--- src/rtl/dds_pkg.sv ---
// Shared types and constants of the dense shortest-path engine.
// No dependencies; imported by the relax unit and the top level.
`default_nettype none

package dds_pkg;

  localparam int VID_BITS  = 6;
  localparam int DIST_BITS = 22;
  localparam logic [DIST_BITS-1:0] DIST_MAX = 22'h3FFFFF;

  // One entry of the per-vertex state memory.
  typedef struct packed {
    logic [DIST_BITS-1:0] path_len;
    logic [VID_BITS-1:0]  pred;
    logic                 reached;
    logic                 has_pred;
    logic                 visited;
  } vtx_t;

  // Running minimum of the selection scan.
  typedef struct packed {
    logic                 found;
    logic [VID_BITS-1:0]  vid;
    logic [DIST_BITS-1:0] path_len;
  } sel_t;

endpackage

`default_nettype wire

--- src/rtl/dds_relax.sv ---
// Relaxation of one vertex entry and the running selection of the next vertex.
// Depends on dds_pkg for the entry and selection types.
`default_nettype none

module dds_relax #(
  parameter int WEIGHT_BITS = 16
) (
  input  logic                          clk,
  input  logic                          rst,
  input  logic                          clear,
  input  logic                          valid,
  input  dds_pkg::vtx_t                 entry,
  input  logic [WEIGHT_BITS-1:0]        weight,
  input  logic [dds_pkg::VID_BITS-1:0]  index,
  input  logic [dds_pkg::VID_BITS-1:0]  u,
  input  logic [dds_pkg::DIST_BITS-1:0] dist_u,
  output dds_pkg::vtx_t                 entry_next,
  output dds_pkg::sel_t                 sel_next
);
  import dds_pkg::*;

  localparam int SUM_BITS = ((WEIGHT_BITS > DIST_BITS) ? WEIGHT_BITS : DIST_BITS) + 1;

  logic [SUM_BITS-1:0]  sum;
  logic [DIST_BITS-1:0] cand;
  sel_t                 sel;

  // Candidate distance through the selected vertex, saturated.
  assign sum  = SUM_BITS'(dist_u) + SUM_BITS'(weight);
  assign cand = (sum > SUM_BITS'(DIST_MAX)) ? DIST_MAX : sum[DIST_BITS-1:0];

  // The selected vertex is marked visited; other unvisited neighbors are relaxed.
  always_comb begin
    entry_next = entry;
    if (index == u) begin
      entry_next.visited = 1'b1;
    end else if (weight != '0 && !entry.visited &&
                 (!entry.reached || entry.path_len > cand)) begin
      entry_next.path_len = cand;
      entry_next.reached  = 1'b1;
      entry_next.pred     = u;
      entry_next.has_pred = 1'b1;
    end
  end

  // Track the unvisited reached vertex of smallest distance, lowest index first.
  always_comb begin
    sel_next = sel;
    if (valid && !entry_next.visited && entry_next.reached &&
        (!sel.found || entry_next.path_len < sel.path_len)) begin
      sel_next.found    = 1'b1;
      sel_next.vid      = index;
      sel_next.path_len = entry_next.path_len;
    end
  end

  always_ff @(posedge clk) begin
    if (rst || clear) begin
      sel.found <= 1'b0;
    end else if (valid) begin
      sel <= sel_next;
    end
  end

endmodule

`default_nettype wire

--- config.mk ---
export PLATFORM = sky130hd
export DESIGN_NAME = dds_relax
export DESIGN_NICKNAME = d
export VERILOG_FILES = /design/src/rtl/dds_pkg.sv /design/src/rtl/dds_relax.sv
export SDC_FILE = /design/constraint.sdc
export NUM_CORES = 1
export LEC_CHECK = 0
export BUFFER_PORTS_ARGS = -buffer_cell sky130_fd_sc_hd__buf_2
export CAP_MARGIN = 20
export CORE_ASPECT_RATIO = 0.5
export CORE_MARGIN = 3
export CORE_UTILIZATION = 30
export DETAILED_ROUTE_END_ITERATION = 8
export HOLD_SLACK_MARGIN = 0.03
export SLEW_MARGIN = 20
export SYNTH_ARGS = -nofsm -noshare
export SYNTH_HDL_FRONTEND = slang
export SYNTH_SLANG_ARGS = --single-unit
--- constraint.sdc ---
create_clock -name clk -period 7.78 [get_ports clk]
set_input_delay 0.778 -clock clk [delete_from_list [all_inputs] [get_ports clk]]
set_output_delay 0.778 -clock clk [all_outputs]
set_load 0.02 [all_outputs]
==> qor.yml, run 1 <==
grt:
  overflow: 0
  track_usage_pct: 17.7
  grt_max_degree: 16
  grt_pass1_vias: 4257
  grt_first_pass_wirelength_mm: 21.4
  antenna_found_initial: 0
die:
  num_rows: 29
  die_area_um2: 15200
  start_util_pct: 31.6
  coreArea_um2: 13000
  io_pins: 145
  die_y_um: 88.7
  die_w_um: 171
pwr:
  p_total_uw: 897
  ir_drop_mv: 0.0735
  cellPowerDensity_nw_per_um2: 151
  p_leak_nw: 2.75
timing:
  tightest_slew_ps: 812
  fmax_mhz: 132
  hold_viol: 0
  min_period_ps: 7580
  relSlewSlack_pct: 45.8
  finalSetupViolCount: 0
  skew_ps: 6.37
  fin_crit_sh_pct: 97.4
  drv_slew: 0
logic_synthesis:
  synth_area_per_cell_um2: 8.69
  syn_nets: 617
  async_flop_share_pct: 0
  ys.flop_type: "edfxtp_1"
  yosys_warnings: 0
  syn_area_um2: 4100
  synth.distinct_cells: 62
  ys_seq_area_share_pct: 21.0
  synth_edf_count: 28
  synthCells: 472
  ys_seq_elements: 29
clock_network:
  clockBufferDepth: 2
  clk_pin_slew_worst_paths_ps: 50
  clock_latency_ps: 280
  h-tree-depth: 2
  cts.sinks: 29
  cts_tree: "built"
  numCtsBuffers: 5
  clockRootBuffer: "clkbuf_16"
  cts_hold_buffers: 0
final_layout:
  num-nets-final: 809
  syn_to_final_growth_pct: 45.2
  fin_area_um2: 5960
  antennaDiodeCount: 0
  top_regs: "sel: 29 flops"
  layout-drive-gt1-share_pct: 43.0
  top_register: "sel"
  multi_input_area_um2: 3360
  fillers: 1272
  utilization_pct: 45.9
  seq_area_um2: 861
  largest_register_ffs: 29
worst_setup_path:
  crit_type: "input port to output port"
  crit_path_end: "sel_next[5]"
  crit_fanout: 8
  required_ps: 7000
  cp-start-kind: "input port"
  critPathCaptureType: "output port"
  startpoint: "weight[0]"
  worstPathArrival_ps: 6800
  regToRegStartpoint: "sel[13]"
  r2r_end: "sel[5]"
  r2r_cells: 12
  r2r_slack_ps: 4980
status:
  outcome: "completed"
drt:
  wl_per_cell_um: 17.0
  first_pass_iters: 5
  antenna_left: 0
  vias: 4364
  drcViolationCount: 0
  wirelength_mm: 14.2
  drt-initial-drc-count: 252
  vias_per_cell: 5.23
place:
  dpl.hpwl_mm: 11.6
  place_congestion: 0.893
  port-buffer-count: 144
  dpl_cell_area_um2: 5280
min_path:
  min_path_cells: 1
  hold_path_class: "flop to flop"
job:
  maxCapViolCount: 0
==> cells in the final DEF (no fill, tap or decap), types with 16 or more instances in the layout <==
| cell | instances |
|---|---|
| buf_4 | 46 |
| buf_2 | 143 |
| nand4_1 | 16 |
| inv_1 | 36 |
| mux2_4 | 19 |
| ha_1 | 51 |
| o21ai_0 | 26 |
| edfxtp_1 | 28 |
| nor2_1 | 24 |
| a21oi_1 | 32 |
| nand2_1 | 38 |
==> Yosys cell counts (all sizes together) (7+ instances only) <==
cell | number | area share [%]
a31oi | 11 | 2.0
edfxtp | 28 | 21
mux2 | 26 | 8.9
nand3 | 9 | 1.4
nor3 | 9 | 1.4
buf | 9 | 1.8
nand4 | 16 | 2.4
clkbuf | 7 | 0.67
nor4 | 9 | 1.4
xnor2 | 9 | 1.9
inv | 36 | 3.3
a21oi | 36 | 4.4
xor2 | 7 | 1.5
a21o | 11 | 2.0
ha | 59 | 18
nand2b | 8 | 1.2
o21ai | 41 | 5.0
nor2 | 28 | 2.6
nand2 | 39 | 3.6
==> metrics by stage <==
| stage | hold slack (ps) | TNS, ps | std cells | setup WS [ps] |
|---|---|---|---|---|
| floorplan | 596 | 0 | 472 | 85.8 |
| global placement | 554 | -3310 | 811 | -169 |
| detailed placement | 547 | -5010 | 811 | -205 |
| CTS | 570 | -4.83 | 825 | -4.83 |
| global route | 585 | -819 | 835 | -45.6 |
| finish | 569 | 0 | 835 | 199 |
==> cell families after synthesis <==
group | Yosys count | share of synthesized area, %
compound gates | 147 | 24.3
simple gates | 139 | 17.4
fa+ha+maj | 60 | 18.5
buf+inv | 52 | 5.80
mux | 29 | 9.61
flops | 29 | 21.0
xor+xnor | 16 | 3.42
==> worst min path at each step <==
| stage | from | slack, ps | endpoint |
|---|---|---|---|
| finish | sel[23] | 570 | sel[23] |
| global placement | sel[23] | 550 | sel[23] |
| global route | sel[27] | 580 | sel[27] |
| CTS | sel[27] | 570 | sel[27] |
| detailed placement | sel[26] | 550 | sel[26] |
| floorplan | sel[22] | 600 | sel[22] |
==> final cells by class <==
class | instances | share of cell area (%)
Clock buffer | 8 | 2.46
Timing Repair Buffer | 201 | 20.8
Multi-Input combinational cell | 391 | 56.5
Inverter | 36 | 2.27
Tap cell | 170 | 3.57
Sequential cell | 29 | 14.5
==> worst max-delay path, cell delays in order <==
cell,delay (ps)
buf_2,120
ha_4,160
fa_2,380
a211oi_4,290
nor3_4,90
o2111a_1,280
o21a_1,220
xor2_1,190
nor2_1,70
ha_1,320
and4_4,270
nand4_1,150
or4_4,570
and4_4,240
a21oi_2,200
a31oi_2,70
buf_4,180
ha_1,290
nand4_1,220
a2111oi_4,340
o21ai_1,140
nand3_1,140
nor4_4,60
a31oi_4,250
buf_12,140
buf_12,110
mux2_2,350
buf_2,160
==> timing repair <==
action,in CTS,in global routing
gates resized for setup,20,69
buffers inserted,5,11
hold endpoints to repair,0,0
endpoints found under the setup margin,27,27
pin swaps,8,25
cloned,1,0
==> power breakdown <==
part	switching (mW)	internal (mW)
combinational	0.297	0.222
clock	0.0675	0.127
sequential	0.00257	0.180
==> per-layer routing <==
layer | track usage [%] | wire (um)
met1 | 24.9 | 6900
met2 | 29.5 | 6380
met3 | 1.43 | 638
met4 | 4.67 | 255
met5 | 0 | 0
Note: power is estimated with default switching activity, not from simulation.
==> inputs of run 2 (changes only) <==
SETUP_SLACK_MARGIN = 0.4   (was not set)
==> qor.yml, run 2 (synthesis results as in run 1) <==
place:
  place_congestion: 0.895
  dpl_cell_area_um2: 5230
  dpl.hpwl_mm: 11.6
  placed_cells: 802
  port-buffer-count: 144
  post-place-ws_ps: -259
timing:
  fin_tns_setup_ps: 0
  skew_ps: 5.57
  tightest_slew_ps: 738
  rsz0062_at_grt: "true"
  fin_crit_sh_pct: 97.4
  setup_ws_ps: 206
  drv_slew: 0
  fmax_mhz: 132
  finalSetupViolCount: 0
  relSlewSlack_pct: 50.6
  hold_viol: 0
  min_period_ps: 7570
worst_setup_path:
  slowest_delay_ps: 400
  r2r_end: "sel[17]"
  crit_family: "compound AO/OA/AOI/OAI gates"
  r2r_cells: 13
  cp-start-kind: "input port"
  crit_path_top_delay_cell: "o311a_4"
  regToRegStartpoint: "sel[13]"
  path_depth: 29
  critPathCaptureType: "output port"
  crit_fanout: 6
  r2r_slack_ps: 4610
  required_ps: 7000
  crit_type: "input port to output port"
  critPathBufInv: 7
  worstPathArrival_ps: 6800
drt:
  first_pass_iters: 5
  antenna_left: 0
  vias_per_cell: 5.32
  drt-initial-drc-count: 223
  vias: 4557
  drcViolationCount: 0
  wl_per_cell_um: 18.0
  wirelength_mm: 15.4
final_layout:
  final_cell_mix: "127 x buf_2, 66 x buf_4, 39 x ha_1"
  layout-drive-gt1-share_pct: 51.6
  top_register: "sel"
  utilization_pct: 51.1
  stdcell_count: 856
  fin_area_um2: 6640
  num-nets-final: 830
  largest_register_ffs: 29
  antennaDiodeCount: 0
  top_regs: "sel: 29 flops"
  layout_commonest_cell: "buf_2"
  fillers: 1164
  syn_to_final_growth_pct: 61.9
clock_network:
  clk_pin_slew_worst_paths_ps: 50
  cts_tree: "built"
  cts_hold_buffers: 0
  cts.sinks: 29
  clock_latency_ps: 270
  numCtsBuffers: 5
  clockRootBuffer: "clkbuf_16"
  h-tree-depth: 2
  clockBufferDepth: 2
grt:
  grt_pass1_vias: 4299
  overflow: 0
  antenna_found_initial: 0
  grt_first_pass_wirelength_mm: 22.5
  grt_max_degree: 29
  track_usage_pct: 18.7
min_path:
  min_to: "sel[25]"
  min-delay-start: "sel[25]"
  min_path_cells: 1
  hold_path_class: "flop to flop"
pwr:
  ir_drop_mv: 0.0670
  p_leak_nw: 2.95
  cellPowerDensity_nw_per_um2: 146
die:
  die_area_um2: 15200
  coreArea_um2: 13000
  die_y_um: 88.7
  io_pins: 145
  die_w_um: 171
  num_rows: 29
  start_util_pct: 31.6
status:
  outcome: "completed"
job:
  maxCapViolCount: 0
run 2: worst reg2reg max path: cells and delay by family (launching register included):
family | cells | cell delay (ps)
buffers and inverters | 5 | 670
DFF | 1 | 410
adders and majority gates | 1 | 240
and+or+nand+nor | 2 | 500
AOI/OAI and AO/OA | 4 | 800
muxes | 1 | 310
run 2: metal layers:
layer  vias up  track usage [%]  part of all wire [%]  wire [um]
met2       165             31.0                    46       7140
met1      2142             25.5                    46       7170
met3        20             3.35                   5.8        900
met5         -                0                     0          0
met4         0             4.38                   1.5        238
li1       2230                -                     -          -
run 2: how the worst max path moves through the flow:
stage	from	endpoint	slack (ps)
floorplan	weight[0]	sel_next[21]	390
global placement	weight[0]	sel_next[13]	-200
detailed placement	weight[0]	sel_next[13]	-260
CTS	weight[0]	sel_next[16]	350
global route	weight[0]	sel_next[16]	-10
finish	weight[0]	sel_next[16]	210
run 2: final cells by class:
type                    instances  area, um2  share of cell area (%)
multi-input cells             392       3770                    56.7
repair buffers                221       1530                    23.0
clock buffers                   6        129                    1.94
clock inverters                 2       10.0                   0.151
well taps                     170        213                    3.20
inverters                      36        135                    2.03
flip-flops and latches         29        861                    13.0
run 2: what timing repair did:
action / CTS / global route
gates resized for setup: 114 / 69
pin swaps: 33 / 39
gates cloned: 3 / 0
buffers inserted: 19 / 24
setup endpoints to repair: 28 / 28
run 2: report_power, final:
group	switching [mW]	internal, mW	leakage (nW)
Sequential	0.00264	0.180	0.265
Clock	0.0697	0.117	0.0706
Combinational	0.331	0.271	2.62
Total	0.403	0.568	2.95
run 2: metrics by stage:
stage,total power [mW],hold slack [ps]
after floorplan,0.471,596
after global placement,0.625,550
after detailed placement,0.628,551
after CTS,0.905,566
after global routing,1.03,572
final,0.971,563
